[src/hw/rtl/pccmg_pkg.sv]
// Package for the partition cut-cost and move-gain evaluator.
// Holds field widths, item kind codes, pipeline types and the class clamp.
// No dependencies.
`default_nettype none

package pccmg_pkg;

   localparam int VERTEX_W         = 10;
   localparam int NUM_VERTICES     = 1024;
   localparam int CLASS_W          = 4;
   localparam int MAX_CLASSES      = 16;
   localparam int WEIGHT_W         = 16;
   localparam int WEIGHT_FRAC_BITS = 16;
   localparam int CUT_W            = 36;
   localparam int GAIN_W           = 37;

   localparam logic [1:0] KIND_SET_CLASS = 2'd0;
   localparam logic [1:0] KIND_CUT       = 2'd1;
   localparam logic [1:0] KIND_GAIN      = 2'd2;

   localparam logic RESULT_CUT  = 1'b0;
   localparam logic RESULT_GAIN = 1'b1;

   localparam logic [63:0] WEIGHT_MASK_WIDE = (64'd1 << WEIGHT_FRAC_BITS) - 64'd1;
   localparam logic [WEIGHT_W-1:0] WEIGHT_MASK = WEIGHT_MASK_WIDE[WEIGHT_W-1:0];

   localparam logic [CUT_W-1:0]         CUT_MAX  = {CUT_W{1'b1}};
   localparam logic signed [GAIN_W-1:0] GAIN_MAX = {1'b0, {(GAIN_W-1){1'b1}}};
   localparam logic signed [GAIN_W-1:0] GAIN_MIN = {1'b1, {(GAIN_W-1){1'b0}}};

   // Entry carried alongside the class reads into the accumulate stage
   typedef struct packed {
      logic [1:0]          kind;
      logic [CLASS_W-1:0]  target_class;
      logic [WEIGHT_W-1:0] weight;
      logic                last;
   } stage_type;

   // Write request into the class store
   typedef struct packed {
      logic                en;
      logic [VERTEX_W-1:0] addr;
      logic [CLASS_W-1:0]  data;
   } class_wr_type;

   function automatic logic [CLASS_W-1:0] clamp_class(input logic [CLASS_W-1:0] c);
      logic [CLASS_W-1:0] r;
      r = c;
      if (int'(c) > MAX_CLASSES - 1) begin
         r = CLASS_W'(MAX_CLASSES - 1);
      end
      return r;
   endfunction

endpackage

`default_nettype wire

[src/hw/rtl/pccmg_clear.sv]
// Class store write arbiter with the post-reset clearing sweep.
// Depends on pccmg_pkg.
`default_nettype none

module pccmg_clear (
   input  wire logic                    clock,
   input  wire logic                    reset,
   input  wire pccmg_pkg::class_wr_type set_wr,
   output pccmg_pkg::class_wr_type      store_wr,
   output logic                         busy
);

   logic                           active_ff, active_in;
   logic [pccmg_pkg::VERTEX_W-1:0] addr_ff, addr_in;

   always_comb begin
      active_in = active_ff;
      addr_in   = addr_ff;
      if (active_ff) begin
         addr_in = addr_ff + pccmg_pkg::VERTEX_W'(1);
         if (addr_ff == pccmg_pkg::VERTEX_W'(pccmg_pkg::NUM_VERTICES - 1)) begin
            active_in = 1'b0;
         end
      end
   end

   always_ff @(posedge clock) begin
      if (reset) begin
         active_ff <= 1'b1;
         addr_ff   <= '0;
      end else begin
         active_ff <= active_in;
         addr_ff   <= addr_in;
      end
   end

   // Sweep owns the port until done; requests are held off meanwhile
   always_comb begin
      if (active_ff) begin
         store_wr.en   = 1'b1;
         store_wr.addr = addr_ff;
         store_wr.data = '0;
      end else begin
         store_wr = set_wr;
      end
   end

   assign busy = active_ff;

endmodule

`default_nettype wire

[config.mk]
export PLATFORM = sky130hd
export DESIGN_NAME = pccmg_clear
export DESIGN_NICKNAME = d
export VERILOG_FILES = /design/src/hw/rtl/pccmg_pkg.sv /design/src/hw/rtl/pccmg_clear.sv
export SDC_FILE = /design/constraint.sdc
export NUM_CORES = 1
export LEC_CHECK = 0
export BUFFER_PORTS_ARGS = -buffer_cell sky130_fd_sc_hd__buf_2
export CELL_PAD_IN_SITES_DETAIL_PLACEMENT = 0
export CELL_PAD_IN_SITES_GLOBAL_PLACEMENT = 1
export CORE_ASPECT_RATIO = 1.25
export CORE_MARGIN = 3
export CORE_UTILIZATION = 30
export DETAILED_ROUTE_END_ITERATION = 16
export PLACE_DENSITY_LB_ADDON = 0.05
export SLEW_MARGIN = 20
export SYNTH_ARGS = -nofsm -noshare
export SYNTH_HDL_FRONTEND = slang
export SYNTH_SLANG_ARGS = --single-unit
[constraint.sdc]
create_clock -name clock -period 1.8 [get_ports clock]
set_input_delay 0.18 -clock clock [delete_from_list [all_inputs] [get_ports clock]]
set_output_delay 0.18 -clock clock [all_outputs]
set_load 0.005 [all_outputs]
After elaboration in Yosys (flattened, before gate mapping)
Index checks and enable logic that the tools add are counted.
{"block": "classes", "addsub": 1, "muxes": 3, "eq_ne": 1}
{"operator": "$mux 15", "count": 1}
{"operator": "$add 10x1->10 const B", "count": 1}
{"operator": "$eq 10x10->1 const B", "count": 1}
{"operator": "$mux 1", "count": 2}
{"block": "totals", "elab_cells": 7, "reg_bits": 11}

Logic depth before layout (Yosys ltp)
Gate-level depths: netlist (run 1).
{"block": "logic_depth", "depth_word": 3, "mapped_depth": 4}

Worst setup path before layout (run 1)
Ideal clock, no wire load.
{"block": "synth_path", "kind": "register to register", "start": "register addr_ff[0] (netlist bit)", "end": "register addr_ff[8] (netlist bit)", "required_time_ns": 1.729, "n_path_buf": 0, "setup_slack_ns": 0.405, "setup_ns": 0.071, "stages_incl_launch_ff": 5, "arrival_ns": 1.325, "cell_sequence": "dfxtp_1 -> ha_1 -> nand3_1 -> or4_1 -> a21oi_1"}
{"block": "synth_between", "elab_chain_len": 1}
{"element": "start: declaration", "line_no": "pccmg_clear.sv:14", "text": "logic [pccmg_pkg::VERTEX_W-1:0] addr_ff, addr_in;"}
{"element": "start signal: assignment", "line_no": "pccmg_clear.sv:33", "text": "addr_ff <= addr_in;"}
{"element": "$add 10x1->10", "line_no": "pccmg_clear.sv:20", "text": "addr_in = addr_ff + pccmg_pkg::VERTEX_W'(1);"}
Every way passes these cells.
A chain may end at the register's enable or synchronous reset.

==> impl_metrics.json, run 1 <==
{
  "routed_wl_um": 1530,
  "hold_buffers": 0,
  "overflow": 0,
  "power.leakage_uw": 0.000383,
  "dpl_cell_area_um2": 813,
  "layout-drive-gt1-share_pct": 46.2,
  "num_io_pins": 33,
  "crit_start": "busy",
  "place_inst": 119,
  "slowest_stage": "dfxtp_1",
  "core-area_mm2": 0.00187,
  "root_buffer": "clkbuf_4",
  "syn_avg_cell_area_um2": 9.08,
  "crit_chain": "buf_4, mux2_2, buf_2",
  "ir_drop_mv": 0.250,
  "yosysTopAreaCell": "dfxtp_1",
  "place_ws_ns": 0.286,
  "dp_hpwl_um": 1160,
  "viasPerCell": 5.03,
  "holdWs_ns": 0.206,
  "path_delay_family": "flip-flops",
  "crit_type": "reg2out",
  "endpoint_kind": "output pin",
  "n_antenna_cell": 0,
  "ys_seq_area_share_pct": 35.1,
  "max_stage_delay_ns": 0.42,
  "cts_tree": "yes",
  "hold_path.startpoint": "reset",
  "start_util_pct": 33.5,
  "syn2layout_area_growth_pct": 33.9,
  "fin_tns_setup_ns": 0,
  "clock-skew-final_ns": 0.00712,
  "hold_viol": 0,
  "syn_inst": 69,
  "ys_top_cells_by_area": "dfxtp_1 (35%), mux2_2 (16%), o31ai_1 (6.0%)",
  "slew_headroom_pct": 83.5,
  "setup_viol": 0,
  "clockBufferDepth": 2,
  "synth_fa_ha_area_share_pct": 2.00,
  "ys_seq_elements": 11,
  "final_nets": 123,
  "r2r-start": "addr_ff[0]",
  "die_w_um": 46.9,
  "grt_first_pass_wirelength_um": 2420,
  "wl_per_cell_um": 12.4,
  "path_max_fanout": 10,
  "syn_area_um2": 627,
  "synthTopCellsByCount": "dfxtp_1 (11), mux2_2 (9)",
  "finalCritPeriodShare_pct": 86.8,
  "synth_edf_count": 0,
  "max_freq_mhz": 640,
  "ys.flop_type": "dfxtp_1",
  "maxSlewViolCount": 0,
  "die_h_um": 57.1,
  "cts.htree.levels": 1,
  "clock_sinks": 11,
  "synth_mux_area_share_pct": 17.8,
  "hold_path.class": "in2reg",
  "cp.required_ns": 1.62,
  "firstDrtPassIters": 4,
  "drc": 0,
  "synth_top_family_by_area": "simple AND/OR/NAND/NOR gates",
  "gp_congestion": 0.670,
  "synth_top_area_share_pct": 35.1,
  "setup_ws_ns": 0.238,
  "synthSimpleGateAreaFrac_pct": 24.8,
  "grt_usage_pct": 12.2,
  "synth.most_common_cell": "dfxtp_1",
  "core.rowCount": 17,
  "crit_arrival_ns": 1.38,
  "fin_area_um2": 840,
  "worstSkewPairLatency_ns": 0.28,
  "cts_setup_buffers": 0,
  "instances_no_fill": 123,
  "drtIter0Drc": 7,
  "fp.dieArea_mm2": 0.00268,
  "run_status": "completed",
  "synth_xor_area_share_pct": 5.59,
  "powerDensity_mw_per_mm2": 573,
  "setup.worst_path.start_class": "register",
  "cts_resized": 0,
  "synth.distinct_cells": 22,
  "syn_nets": 87,
  "min_period_ns": 1.56,
  "yosys_warnings": 0,
  "synth_compound_gate_area_share_pct": 11.6,
  "grt_pass1_vias": 552,
  "portBuffers": 32,
  "cap_violations": 0,
  "grt_max_degree": 12,
  "cts_buffers": 3,
  "crit_buf_inv": 2,
  "antenna_left": 0,
  "synthArstFlopShare_pct": 0,
  "tightest_slew_ns": 0.248,
  "rsz0062_at_grt": "false",
  "antenna_found_initial": 0,
  "num_vias": 619,
  "clk_pin_slew_worst_paths_ns": 0.08
}
## path summary, 6_finish.rpt
| check | cells past startpoint | endpoint | slack (ns) |
|---|---|---|---|
| setup / recovery | 3 | store_wr[8] | 0.24 |
| hold / removal | 2 | addr_ff[7] | 0.21 |
| setup reg to reg | 4 | addr_ff[8] | 0.28 |
| hold reg to reg | 2 | addr_ff[8] | 0.51 |
## cell type report
cell class / instances / area [µm²]
fillers: 199 / 1030
multi-input cells: 53 / 387
flip-flops and latches: 11 / 220
repair buffers: 34 / 175
clock buffers: 4 / 26.3
well taps: 19 / 23.8
inverters: 2 / 7.51
## flip-flops by register name, indices dropped and copies added, names as in the netlist
register and count:
addr_ff 10, busy 1
## layout by cell type (no fill, tap or decap), drive strengths merged, types with 2 or more instances in the layout
cell type	synthesis	layout
buf	1	34
dfxtp	11	11
mux2	9	9
nand2	5	5
o31ai	5	5
a21oi	5	5
nor2	5	5
nor2b	4	4
or4	4	4
clkbuf	2	4
xor2	3	3
nand4	3	3
inv	2	2
o21ai	2	2
nand3	2	2
## cells by family after synthesis
| kind of cell | Yosys count |
|---|---|
| simple gates | 26 |
| compound gates | 12 |
| flops | 11 |
| mux | 10 |
| buf+inv | 5 |
| xor+xnor | 4 |
| fa+ha+maj | 1 |
## where the power goes
| group | switching [µW] | total [µW] | leakage, µW | internal (µW) |
|---|---|---|---|---|
| Sequential | 9.32 | 258 | 0.0000893 | 249 |
| Combinational | 17.2 | 44.3 | 0.000279 | 27.1 |
| Clock | 92.6 | 178 | 0.0000150 | 85.9 |
| Total | 119 | 481 | 0.000383 | 362 |
## routing by layer
metal | wire length (µm) | vias to the layer above | part of all wire (%) | track usage (%)
li1 | - | 320 | - | -
met1 | 624 | 280 | 41 | 14.4
met2 | 804 | 17 | 53 | 20.4
met3 | 80 | 2 | 5.2 | 1.89
met4 | 16 | 0 | 1.0 | 5.93
met5 | 0 | - | 0 | 0
## through the flow
| step | total power [µW] | util (%) |
|---|---|---|
| 2_1_floorplan | 285 | - |
| 3_3_place_gp | 309 | 43.4 |
| 3_5_place_dp | 309 | 43.4 |
| 4_1_cts | 485 | 44.9 |
| 5_1_grt | 504 | 44.9 |
| 6_report | 481 | 44.9 |
## worst register-to-register path: cells and delay by family, from the launching register on
family	cells	cell delay, ns
compound gates	1	0.15
flops	1	0.44
simple gates	2	0.65
fa+ha+maj	1	0.22
Note: power is estimated with default switching activity, not from simulation.
==> run 2: changes to the inputs <==
Settings changed: BUFFER_PORTS_ARGS -buffer_cell sky130_fd_sc_hd__buf_2 to not set, CAP_MARGIN set to 20, CORE_ASPECT_RATIO 1.25 to not set, CORE_UTILIZATION 30 to 41, DONT_BUFFER_PORTS set to 1.
==> impl_metrics.json, run 2 (same netlist as run 1, synthesis figures left out) <==
{
  "syn2layout_area_growth_pct": 10.8,
  "crit_start": "addr_ff[0]",
  "crit_arrival_ns": 1.74,
  "cts.htree.levels": 1,
  "grt_usage_pct": 13.8,
  "fin_tns_setup_ns": 0,
  "path_max_fanout": 5,
  "powerDensity_mw_per_mm2": 663,
  "maxSlewViolCount": 0,
  "grt_max_degree": 13,
  "regMostFlops": "addr_ff",
  "firstDrtPassIters": 2,
  "setup_viol": 0,
  "core.rowCount": 13,
  "max_freq_mhz": 650,
  "final_nets": 93,
  "layout_commonest_cell": "dfxtp_1",
  "tightest_slew_ns": 0.401,
  "num_io_pins": 33,
  "cap_violations": 0,
  "clock-skew-final_ns": 0.00541,
  "clock_sinks": 11,
  "antenna_left": 0,
  "start_util_pct": 45.9,
  "cts_buffers": 3,
  "ir_drop_mv": 0.475,
  "run_status": "completed",
  "gr-max-usage-layer": "met2",
  "regToRegSetupSlack_ns": 0.26,
  "min_period_ns": 1.54,
  "endpoint_kind": "register",
  "layout-drive-gt1-share_pct": 21.6,
  "dp_hpwl_um": 935,
  "r2r_end": "addr_ff[8]",
  "clk_pin_slew_worst_paths_ns": 0.08,
  "portBuffers": 0,
  "core-area_mm2": 0.00137,
  "met3_usage_pct": 3.98,
  "viasPerCell": 5.81,
  "finalCritPeriodShare_pct": 85.5,
  "fillers": 148,
  "crit_end": "addr_ff[8]",
  "routed_wl_um": 1280,
  "hold_viol": 0,
  "fp.dieArea_mm2": 0.00203,
  "cts_tree": "yes",
  "setup.worst_path.start_class": "register",
  "die_h_um": 45.1,
  "use_met2_pct": 21.5,
  "root_buffer": "clkbuf_4",
  "cts_resized": 0,
  "worstSkewPairLatency_ns": 0.27,
  "gp_congestion": 0.727,
  "num_vias": 517,
  "met1_usage_pct": 16.8,
  "grt_pass1_vias": 472,
  "antenna_found_initial": 0,
  "grt_first_pass_wirelength_um": 2030,
  "wl_per_cell_um": 14.3,
  "power.leakage_uw": 0.000248,
  "ff2ff_path_depth": 4,
  "clockBufferDepth": 2,
  "r2r-start": "addr_ff[0]",
  "slew_headroom_pct": 73.2,
  "overflow": 0,
  "die_w_um": 45.1,
  "hold_buffers": 1,
  "crit_type": "reg2reg",
  "layout_common_cells": "dfxtp_1 (11), mux2_2 (9)",
  "holdWs_ns": 0.448,
  "cts_setup_buffers": 0,
  "largest_reg_flops": 10,
  "cp.required_ns": 2.00,
  "n_antenna_cell": 0,
  "hold_path.class": "in2out",
  "drc": 0,
  "rsz0062_at_grt": "false",
  "drtIter0Drc": 3
}
[run 2: report_power, final]
| part | internal (µW) | switching [µW] |
|---|---|---|
| Clock | 85.6 | 88.3 |
| Combinational | 14.8 | 13.6 |
| Sequential | 249 | 9.24 |
[run 2: final cells by class]
class	instances	area, µm²	area share [%]
repair buffers	4	35.0	5.05
well taps	15	18.8	2.70
inverters	2	7.51	1.08
multi-input cells	53	387	55.7
clock buffers	4	26.3	3.78
flip-flops and latches	11	220	31.7
[run 2: critical path, cell delays in order, from the launching register on]
cell,delay [ns]
dfxtp_1,0.44
ha_1,0.23
nand3_1,0.17
or4_1,0.50
a21oi_1,0.14
[run 2: worst min path at each step]
| stage | from | to | slack (ns) | depth (start not counted) |
|---|---|---|---|---|
| 3_3_place_gp | reset | addr_ff[8] | 0.25 | 1 |
| 3_5_place_dp | reset | addr_ff[8] | 0.25 | 1 |
| 2_1_floorplan | reset | busy | 0.28 | 1 |
| 6_report | set_wr[14] | store_wr[14] | 0.45 | 1 |
| 5_1_grt | set_wr[14] | store_wr[14] | 0.46 | 1 |
| 4_1_cts | reset | busy | 0.005 | 1 |
[run 2: stage by stage]
| stage | power (µW) | cell area (µm²) | setup WS (ns) | utilization [%] | std cells |
|---|---|---|---|---|---|
| 3_5_place_dp | 286 | 648 | 0.282 | 47.4 | 83 |
| 6_report | 461 | 694 | 0.261 | 50.8 | 89 |
| 5_1_grt | 488 | 694 | 0.116 | 50.8 | 89 |
| 3_3_place_gp | 286 | 648 | 0.334 | 47.4 | 83 |
| 2_1_floorplan | 285 | 627 | 0.405 | - | 69 |
| 4_1_cts | 463 | 684 | 0.254 | 50.1 | 88 |
[run 2: routing by layer]
metal / share of wire, % / wire length (µm)
met5: 0 / 0
met4: 0.94 / 12
met3: 9.6 / 122
met2: 46 / 583
met1: 44 / 559
