## src/hw/rtl/pccmg_pkg.sv

```systemverilog
// Package for the partition cut-cost and move-gain evaluator.
// Holds field widths, item kind codes, pipeline types and the class clamp.
// No dependencies.
`default_nettype none

package pccmg_pkg;

   localparam int VERTEX_W         = 10;
   localparam int NUM_VERTICES     = 1024;
   localparam int CLASS_W          = 4;
   localparam int MAX_CLASSES      = 16;
   localparam int WEIGHT_W         = 16;
   localparam int WEIGHT_FRAC_BITS = 16;
   localparam int CUT_W            = 36;
   localparam int GAIN_W           = 37;

   localparam logic [1:0] KIND_SET_CLASS = 2'd0;
   localparam logic [1:0] KIND_CUT       = 2'd1;
   localparam logic [1:0] KIND_GAIN      = 2'd2;

   localparam logic RESULT_CUT  = 1'b0;
   localparam logic RESULT_GAIN = 1'b1;

   localparam logic [63:0] WEIGHT_MASK_WIDE = (64'd1 << WEIGHT_FRAC_BITS) - 64'd1;
   localparam logic [WEIGHT_W-1:0] WEIGHT_MASK = WEIGHT_MASK_WIDE[WEIGHT_W-1:0];

   localparam logic [CUT_W-1:0]         CUT_MAX  = {CUT_W{1'b1}};
   localparam logic signed [GAIN_W-1:0] GAIN_MAX = {1'b0, {(GAIN_W-1){1'b1}}};
   localparam logic signed [GAIN_W-1:0] GAIN_MIN = {1'b1, {(GAIN_W-1){1'b0}}};

   // Entry carried alongside the class reads into the accumulate stage
   typedef struct packed {
      logic [1:0]          kind;
      logic [CLASS_W-1:0]  target_class;
      logic [WEIGHT_W-1:0] weight;
      logic                last;
   } stage_type;

   // Write request into the class store
   typedef struct packed {
      logic                en;
      logic [VERTEX_W-1:0] addr;
      logic [CLASS_W-1:0]  data;
   } class_wr_type;

   function automatic logic [CLASS_W-1:0] clamp_class(input logic [CLASS_W-1:0] c);
      logic [CLASS_W-1:0] r;
      r = c;
      if (int'(c) > MAX_CLASSES - 1) begin
         r = CLASS_W'(MAX_CLASSES - 1);
      end
      return r;
   endfunction

endpackage

`default_nettype wire

```

## src/hw/rtl/pccmg_if.sv

```systemverilog
// Request and response channel interfaces for the cut-cost evaluator.
// Valid/ready handshake with payload; depends on pccmg_pkg.
`default_nettype none


interface pccmg_rsp_if;
   logic                                valid;
   logic                                ready;
   logic                                result_kind;
   logic [pccmg_pkg::CUT_W-1:0]         cut_cost;
   logic signed [pccmg_pkg::GAIN_W-1:0] move_gain;

   modport source (output valid, result_kind, cut_cost, move_gain, input ready);
   modport sink   (input valid, result_kind, cut_cost, move_gain, output ready);
endinterface

`default_nettype wire

```

## src/hw/rtl/pccmg_accum.sv

```systemverilog
// Accumulate stage: compares the two read classes, updates the saturating
// cut and gain sums, and holds the response register. Depends on pccmg_pkg.
`default_nettype none

module pccmg_accum (
   input  wire logic                          clock,
   input  wire logic                          reset,
   input  wire logic                          in_accept,
   input  wire pccmg_pkg::stage_type          in_item,
   input  wire logic [pccmg_pkg::CLASS_W-1:0] vertex_class_rd,
   input  wire logic [pccmg_pkg::CLASS_W-1:0] neighbor_class_rd,
   output logic                               take_ready,
   pccmg_rsp_if.source                        rsp
);

   logic                             s1_valid_ff, s1_valid_in;
   pccmg_pkg::stage_type             s1_ff, s1_in;
   logic [pccmg_pkg::CUT_W-1:0]      cut_sum_ff, cut_sum_in;
   logic signed [pccmg_pkg::GAIN_W-1:0] gain_sum_ff, gain_sum_in;

   logic                             rsp_valid_ff, rsp_valid_in;
   logic                             rsp_kind_ff, rsp_kind_in;
   logic [pccmg_pkg::CUT_W-1:0]      rsp_cut_ff, rsp_cut_in;
   logic signed [pccmg_pkg::GAIN_W-1:0] rsp_gain_ff, rsp_gain_in;

   logic                             is_cut, is_gain, emit, out_free, s1_go;
   logic [pccmg_pkg::CUT_W:0]        cut_add;
   logic [pccmg_pkg::CUT_W-1:0]      cut_next;
   logic signed [pccmg_pkg::GAIN_W:0] gain_wide;
   logic [pccmg_pkg::GAIN_W:0]       w_wide;
   logic signed [pccmg_pkg::GAIN_W-1:0] gain_next;
   logic                             same_class, to_target;

   assign is_cut   = (s1_ff.kind == pccmg_pkg::KIND_CUT);
   assign is_gain  = (s1_ff.kind == pccmg_pkg::KIND_GAIN);
   assign emit     = s1_ff.last && (is_cut || is_gain);
   assign out_free = !rsp_valid_ff || rsp.ready;
   assign s1_go    = s1_valid_ff && (!emit || out_free);
   assign take_ready = !s1_valid_ff || s1_go;

   // Cut sum: add when the ends differ, pin at full scale
   always_comb begin
      cut_add  = {1'b0, cut_sum_ff}
               + {{(pccmg_pkg::CUT_W + 1 - pccmg_pkg::WEIGHT_W){1'b0}}, s1_ff.weight};
      cut_next = cut_sum_ff;
      if (vertex_class_rd != neighbor_class_rd) begin
         cut_next = cut_add[pccmg_pkg::CUT_W] ? pccmg_pkg::CUT_MAX
                                              : cut_add[pccmg_pkg::CUT_W-1:0];
      end
   end

   // Gain sum: add on same class, else subtract on target class
   always_comb begin
      same_class = (neighbor_class_rd == vertex_class_rd);
      to_target  = !same_class && (neighbor_class_rd == s1_ff.target_class);
      w_wide     = {{(pccmg_pkg::GAIN_W + 1 - pccmg_pkg::WEIGHT_W){1'b0}}, s1_ff.weight};
      gain_wide  = {gain_sum_ff[pccmg_pkg::GAIN_W-1], gain_sum_ff};
      if (same_class) begin
         gain_wide = gain_wide + $signed(w_wide);
      end else if (to_target) begin
         gain_wide = gain_wide - $signed(w_wide);
      end
      if (gain_wide[pccmg_pkg::GAIN_W] != gain_wide[pccmg_pkg::GAIN_W-1]) begin
         gain_next = gain_wide[pccmg_pkg::GAIN_W] ? pccmg_pkg::GAIN_MIN
                                                  : pccmg_pkg::GAIN_MAX;
      end else begin
         gain_next = gain_wide[pccmg_pkg::GAIN_W-1:0];
      end
   end

   always_comb begin
      s1_in       = in_accept ? in_item : s1_ff;
      s1_valid_in = in_accept ? 1'b1 : (s1_go ? 1'b0 : s1_valid_ff);

      cut_sum_in  = cut_sum_ff;
      gain_sum_in = gain_sum_ff;
      if (s1_go && is_cut) begin
         cut_sum_in = s1_ff.last ? '0 : cut_next;
      end
      if (s1_go && is_gain) begin
         gain_sum_in = s1_ff.last ? '0 : gain_next;
      end

      rsp_valid_in = rsp.ready ? 1'b0 : rsp_valid_ff;
      rsp_kind_in  = rsp_kind_ff;
      rsp_cut_in   = rsp_cut_ff;
      rsp_gain_in  = rsp_gain_ff;
      if (s1_go && emit) begin
         rsp_valid_in = 1'b1;
         if (is_cut) begin
            rsp_kind_in = pccmg_pkg::RESULT_CUT;
            rsp_cut_in  = cut_next;
            rsp_gain_in = '0;
         end else begin
            rsp_kind_in = pccmg_pkg::RESULT_GAIN;
            rsp_cut_in  = '0;
            rsp_gain_in = gain_next;
         end
      end
   end

   always_ff @(posedge clock) begin
      if (reset) begin
         s1_valid_ff  <= 1'b0;
         rsp_valid_ff <= 1'b0;
         cut_sum_ff   <= '0;
         gain_sum_ff  <= '0;
      end else begin
         s1_valid_ff  <= s1_valid_in;
         rsp_valid_ff <= rsp_valid_in;
         cut_sum_ff   <= cut_sum_in;
         gain_sum_ff  <= gain_sum_in;
      end
      s1_ff       <= s1_in;
      rsp_kind_ff <= rsp_kind_in;
      rsp_cut_ff  <= rsp_cut_in;
      rsp_gain_ff <= rsp_gain_in;
   end

   assign rsp.valid       = rsp_valid_ff;
   assign rsp.result_kind = rsp_kind_ff;
   assign rsp.cut_cost    = rsp_cut_ff;
   assign rsp.move_gain   = rsp_gain_ff;

endmodule

`default_nettype wire

```

## src/flat_wrapper.sv

```systemverilog
// flat-port wrapper written by rule: the top's interface ports become plain ports
module pccmg_accum_flat 
  (clock, reset, in_accept, in_item, vertex_class_rd, neighbor_class_rd, take_ready, rsp_valid, rsp_result_kind, rsp_cut_cost, rsp_move_gain, rsp_ready);
  pccmg_rsp_if rsp_i ();
  input  wire logic clock;
  input  wire logic reset;
  input  wire logic in_accept;
  input  wire pccmg_pkg::stage_type in_item;
  input  wire logic [pccmg_pkg::CLASS_W-1:0] vertex_class_rd;
  input  wire logic [pccmg_pkg::CLASS_W-1:0] neighbor_class_rd;
  output logic take_ready;
  output wire logic [$bits(rsp_i.valid)-1:0] rsp_valid;
  output wire logic [$bits(rsp_i.result_kind)-1:0] rsp_result_kind;
  output wire logic [$bits(rsp_i.cut_cost)-1:0] rsp_cut_cost;
  output wire logic [$bits(rsp_i.move_gain)-1:0] rsp_move_gain;
  input wire logic [$bits(rsp_i.ready)-1:0] rsp_ready;
  assign rsp_valid = rsp_i.valid;
  assign rsp_result_kind = rsp_i.result_kind;
  assign rsp_cut_cost = rsp_i.cut_cost;
  assign rsp_move_gain = rsp_i.move_gain;
  assign rsp_i.ready = rsp_ready;
  pccmg_accum u_core (.clock(clock), .reset(reset), .in_accept(in_accept), .in_item(in_item), .vertex_class_rd(vertex_class_rd), .neighbor_class_rd(neighbor_class_rd), .take_ready(take_ready), .rsp(rsp_i));
endmodule
```

## config.mk

```make
export PLATFORM = sky130hd
export DESIGN_NAME = pccmg_accum_flat
export DESIGN_NICKNAME = d
export VERILOG_FILES = /design/src/hw/rtl/pccmg_pkg.sv /design/src/hw/rtl/pccmg_if.sv /design/src/hw/rtl/pccmg_accum.sv /design/src/flat_wrapper.sv
export SDC_FILE = /design/constraint.sdc
export NUM_CORES = 1
export LEC_CHECK = 0
export BUFFER_PORTS_ARGS = -buffer_cell sky130_fd_sc_hd__buf_2
export CAP_MARGIN = 20
export CORE_MARGIN = 4
export CORE_UTILIZATION = 54
export DETAILED_ROUTE_END_ITERATION = 7
export HOLD_SLACK_MARGIN = 0.1
export PLACE_DENSITY = 0.74
export SLEW_MARGIN = 10
export SYNTH_ARGS = -nofsm -noshare
export SYNTH_HDL_FRONTEND = slang
export SYNTH_SLANG_ARGS = --single-unit
```

## constraint.sdc

```tcl
create_clock -name clock -period 14.8 [get_ports clock]
set_input_delay 0 -clock clock [delete_from_list [all_inputs] [get_ports clock]]
set_output_delay 0 -clock clock [all_outputs]
set_load 0.02 [all_outputs]
```

Word-level counts from Yosys, hierarchy flattened --
Cells that the tools add are included.
Operators by class: add/sub/neg operators 3, multipliers 0, divide/modulo/power cells 0, order comparisons 0, eq/ne operators 6, shifts and indexed selects 0, multiplexer cells 13, bitwise operators 0, reductions and logical operators 16
Operator list (count):
- $mux W37 | 3
- $mux W36 | 3
- $mux W38 | 2
- $add A37 B17 Y38 | 1
- $sub A37 B17 Y38 | 1
- $add A36 B16 Y37 | 1
- $eq A4 B4 Y1 | 2
- $logic_and A1 B1 Y1 | 6
- $mux W1 | 5
- $logic_not A1 Y1 | 4
- $logic_or A1 B1 Y1 | 4
- $ne A4 B4 Y1 | 1
- $reduce_bool A2 Y1 | 2
- $eq A2 B1 Y1 const B | 1
- $eq A2 B2 Y1 const B | 1
- $ne A1 B1 Y1 | 1
Storage, ports and cells: bits in registers 172, bits in latches 0, bits in writable memories 0, bits in read-only memories 0, input port bits 35, output and inout bits 76, word-level logic and storage cells 49, memories 0

Logic depth before layout (Yosys ltp) --
depth in word-level cells 8, mapped depth 19, depth with buffers taken out 18

Worst setup path before layout --
OpenSTA, ideal clock, no wires.
path kind reg2reg, from reg u_core.s1_ff[21] (netlist bit), to reg u_core.rsp_cut_ff, in the netlist u_core.rsp.cut_cost[0], enable pin, library setup time 514 ps, arrival 4128 ps, data required time 14286 ps, slack 10158 ps, stages on the path, launching flop included 5, buffers on the path 0, clock period less this slack 4642 ps, path through edfxtp_1 > inv_1 > ha_1 > nand3b_1 > nor2b_1
On the way: word-level cells in the longest chain between the ends 7, elaborated cells on any way between the ends 8, those cells by class 2 x eq/ne; 6 x reduce/logical
RTL lines:
- from (decl) | line pccmg_accum.sv:17 | pccmg_pkg::stage_type s1_ff, s1_in;
- from (signal assigned) | line pccmg_accum.sv:114 | s1_ff <= s1_in;
- $eq A2 B1 Y1 or $eq A2 B2 Y1 (tied branches) | line pccmg_accum.sv:34, pccmg_accum.sv:35
- $logic_or A1 B1 Y1 (*) | line pccmg_accum.sv:36 | assign emit = s1_ff.last && (is_cut || is_gain);
- $logic_and A1 B1 Y1 (*) | line pccmg_accum.sv:36
- $logic_not A1 Y1 | line pccmg_accum.sv:38 | assign s1_go = s1_valid_ff && (!emit || out_free);
- $logic_or A1 B1 Y1 | line pccmg_accum.sv:38
- $logic_and A1 B1 Y1 | line pccmg_accum.sv:38
- $logic_and A1 B1 Y1 (*) | line pccmg_accum.sv:88 | if (s1_go && emit) begin
- to (signal assigned) | line pccmg_accum.sv:116 | rsp_cut_ff <= rsp_cut_in;
- to (decl) | line pccmg_accum.sv:23 | logic [pccmg_pkg::CUT_W-1:0] rsp_cut_ff, rsp_cut_in;
Every way passes the cells marked *; elsewhere a longest branch is shown, timed or not. A chain may end at the register's enable or synchronous reset.

Worst setup path after layout --
from reg u_core.gain_sum_ff[0] (netlist bit), to reg u_core.gain_sum_ff[14] (netlist bit)
On the way: word-level cells in the longest chain between the ends 6, elaborated cells on any way between the ends 8, those cells by class 2 x add/sub; 1 x eq/ne; 5 x mux
RTL lines:
- from (decl) | line pccmg_accum.sv:19 | logic signed [pccmg_pkg::GAIN_W-1:0] gain_sum_ff, gain_sum_in;
- from (signal assigned) | line pccmg_accum.sv:112 | gain_sum_ff <= gain_sum_in;
- $sub A37 B17 Y38 | line pccmg_accum.sv:61 | gain_wide = gain_wide - $signed(w_wide);
- $mux W38 | line pccmg_accum.sv:60 | end else if (to_target) begin
- $mux W38 (*) | line pccmg_accum.sv:58 | if (same_class) begin
- $mux W37 or $ne A1 B1 Y1 (tied branches) | line pccmg_accum.sv:64, pccmg_accum.sv:63
- $mux W37 (*) | line pccmg_accum.sv:63 | if (gain_wide[pccmg_pkg::GAIN_W] != gain_wide[pccmg_pkg::GAIN_W-1]) begin
- $mux W37 (*) | line pccmg_accum.sv:81 | gain_sum_in = s1_ff.last ? '0 : gain_next;
Marks and branches as above.

==> flow_metrics.tcl <==
set metrics [dict create \
    via_per_inst 6.46 \
    setup_ws_ps 9230 \
    cp.required_ps 15130 \
    worst_setup_hold_path_clk_slew_ps 70 \
    startpoint "u_core.gain_sum_ff[0]" \
    max_freq_mhz 180 \
    die_w_um 151 \
    layout_min_cycle_time_ps 5570 \
    dr.pass1.iters 6 \
    synth_area_per_cell_um2 9.21 \
    ys_ff_latch 172 \
    worstPathArrival_ps 5890 \
    cp-end-kind "flop" \
    hold_viol 0 \
    initial_core_util_pct 54.7 \
    grt_usage_pct 29.4 \
    grt_pass1_vias 9518 \
    yosysWarnings 0 \
    setup_viol 0 \
    synth_area_leaders "edfxtp_1 26%, dfxtp_1 14%, ha_1 5.8%" \
    cts_setup_buffers 0 \
    utilization_pct 62.5 \
    ctsResizeCount 0 \
    r2r-end "u_core.gain_sum_ff[14]" \
    gr-total-overflow 0 \
    ys.flop_type "edfxtp_1" \
    pre_cts_slack_ps 9410 \
    tightest_slew_ps 1070 \
    synth-async-reset-ratio_pct 0 \
    post-dp-hpwl_mm 23.1 \
    ir_drop_v 0.0000823 \
    postCtsHoldBufs 25 \
    run_status "finished, final reports clean" \
    vias 10200 \
    area_growth_pct 14.2 \
    slew_viol_final 0 \
    diodes 0 \
    drc 0 \
    drive_gt1_share_pct 15.2 \
    synthCells 1199 \
    reg2regPathDepth 18 \
    clkSinkCount 172 \
    synth_fp_nets 1288 \
    cts_tree "done" \
    antenna_left 0 \
    tns_ps 0 \
    root_buffer "clkbuf_16" \
    detail_route.wl_per_cell_um 21.1 \
    cts-htree-levels 4 \
    post-route-period-util_pct 37.6 \
    drt_iter0_drc 1178 \
    yosysSeqAreaShare_pct 40.0 \
    power.density_nw_per_um2 96.6 \
    num_rows 52 \
    endpoint "u_core.gain_sum_ff[14]" \
    max_cap_violations 0 \
    die_h_um 151 \
    syn_area_um2 11000 \
    rsz0062_at_grt "no" \
    clock_path_buffers 2 \
    pin_count 111 \
    dieArea_um2 22800 \
    netlist.area_leader.share_pct 26.4 \
    p_leak_nw 5.05 \
    antenna_found_initial 0 \
    synth_edf_count 97 \
    nets 1387 \
    numCtsBuffers 17 \
    slew_headroom_pct 28.5 \
    reg2reg_slack_ps 9230 \
    worst_r2r_startpoint "u_core.gain_sum_ff[0]" \
    grt_pass1_wl_mm 52.3 \
    design.core.area_um2 20200 \
    cp_max_fo 26 \
    start_kind "flop" \
    clock_skew_ps 13.7 \
    synth.distinct_cells 99 \
    gp_congestion 0.980 \
    wirelength_mm 33.4 \
    synth_area_leader_cell "edfxtp_1" \
    grt_max_degree 64 \
    port_buffers 110 \
    clk_latency_ps 440 \
    hold_class "in -> reg" \
    crit_type "reg -> reg" \
]
==> registers in the layout (all words and copies together), names as in the netlist <==
| signal | flops |
|---|---|
| u_core.cut_sum_ff | 36 |
| u_core.gain_sum_ff | 37 |
| u_core.rsp.cut_cost | 36 |
| u_core.rsp.move_gain | 37 |
| u_core.rsp.result_kind | 1 |
| u_core.rsp.valid | 1 |
| u_core.s1_ff | 23 |
| u_core.s1_valid_ff | 1 |
==> metal layers <==
| metal | share of wire, % | track usage (%) | vias to the layer above |
|---|---|---|---|
| met1 | 44 | 41.8 | 4873 |
| met2 | 46 | 45.6 | 526 |
| met3 | 8.2 | 5.60 | 57 |
| met5 | 0 | 0 | - |
| met4 | 2.4 | 9.07 | 0 |
| li1 | - | - | 4764 |
==> stage by stage <==
stage / cell area (µm²) / instances / power [mW] / hold slack (ps)
3_5_place_dp: 11700 / 1524 / 0.729 / 178
6_report: 12600 / 1581 / 1.22 / 126
4_1_cts: 12600 / 1581 / 1.22 / 104
5_1_grt: 12600 / 1581 / 1.26 / 132
2_1_floorplan: 11000 / 1199 / 0.673 / 98.9
3_3_place_gp: 11700 / 1521 / 0.727 / 176
==> cell usage in the layout, fill, tap and decap left out, drive strengths merged, types with 10 or more instances in the layout <==
cell / synthesis / routed
a311oi: 12 / 12
a21oi: 86 / 86
ha: 51 / 51
nand2: 80 / 80
and3: 22 / 22
dfxtp: 75 / 75
clkbuf: 39 / 18
nor4: 16 / 16
o21bai: 11 / 11
nor2: 111 / 111
nor3: 56 / 56
a211o: 17 / 17
a21o: 25 / 25
nor2b: 11 / 11
o21ai: 83 / 83
nand4: 10 / 10
xor2: 20 / 20
a211oi: 20 / 20
o21a: 11 / 11
buf: 29 / 123
dlygate4sd3: 0 / 25
edfxtp: 97 / 97
a31oi: 11 / 11
or3: 13 / 13
xnor2: 28 / 28
nand3: 33 / 33
inv: 45 / 53
and2: 12 / 12
o211ai: 19 / 19
==> worst min-delay path by stage <==
stage	from	to	slack, ps	depth (start not counted)
after floorplan	in_item[0]	u_core.s1_ff[0]	100	0
after global placement	in_item[4]	u_core.s1_ff[4]	180	1
after detailed placement	in_item[10]	u_core.s1_ff[10]	180	1
after CTS	in_accept	u_core.s1_valid_ff	100	3
after global routing	in_accept	u_core.s1_ff[9]	130	1
final	in_accept	u_core.s1_valid_ff	130	3
==> synth_stat cells (all sizes together) (29+ instances only) <==
master  instances
a21oi          86
ha             51
nor2          111
edfxtp         97
dfxtp          75
inv            45
nor3           56
o21ai          83
clkbuf         39
nand2          80
nand3          33
buf            29
==> final cells by class <==
type | instances | area, µm²
fill | 1713 | 7560
timing repair buffer | 148 | 902
clock inverter | 14 | 198
tap | 270 | 338
sequential | 172 | 4410
clock buffer | 18 | 429
inverter | 46 | 173
multi-input combinational | 913 | 6160
==> cells by family after synthesis <==
group,share of synthesized area (%)
flops,40.0
simple gates,18.4
fa+ha+maj,6.32
mux,0.453
compound gates,26.7
xor+xnor,3.81
buf+inv,4.33
==> worst max-delay path: stages (launching register included) <==
cell and delay, ps:
dfxtp_1 330, inv_1 80, ha_1 160, inv_1 50, fa_1 400, a21oi_1 240, o21ai_1 210, a2111oi_4 540
o41ai_4 170, nor2_1 250, a22oi_1 120, xnor2_1 150, ha_1 930, clkinv_1 570, o311ai_1 230, buf_4 300
nor2_1 200, buf_6 240, a221o_1 250
==> where the power goes <==
part / total [mW] / switching (mW) / leakage [nW] / internal (mW)
Sequential: 0.535 / 0.0124 / 1.56 / 0.522
Combinational: 0.194 / 0.127 / 3.19 / 0.0669
Clock: 0.490 / 0.217 / 0.309 / 0.274
Total: 1.22 / 0.356 / 5.05 / 0.863
Note: power is estimated with default switching activity, not from simulation.
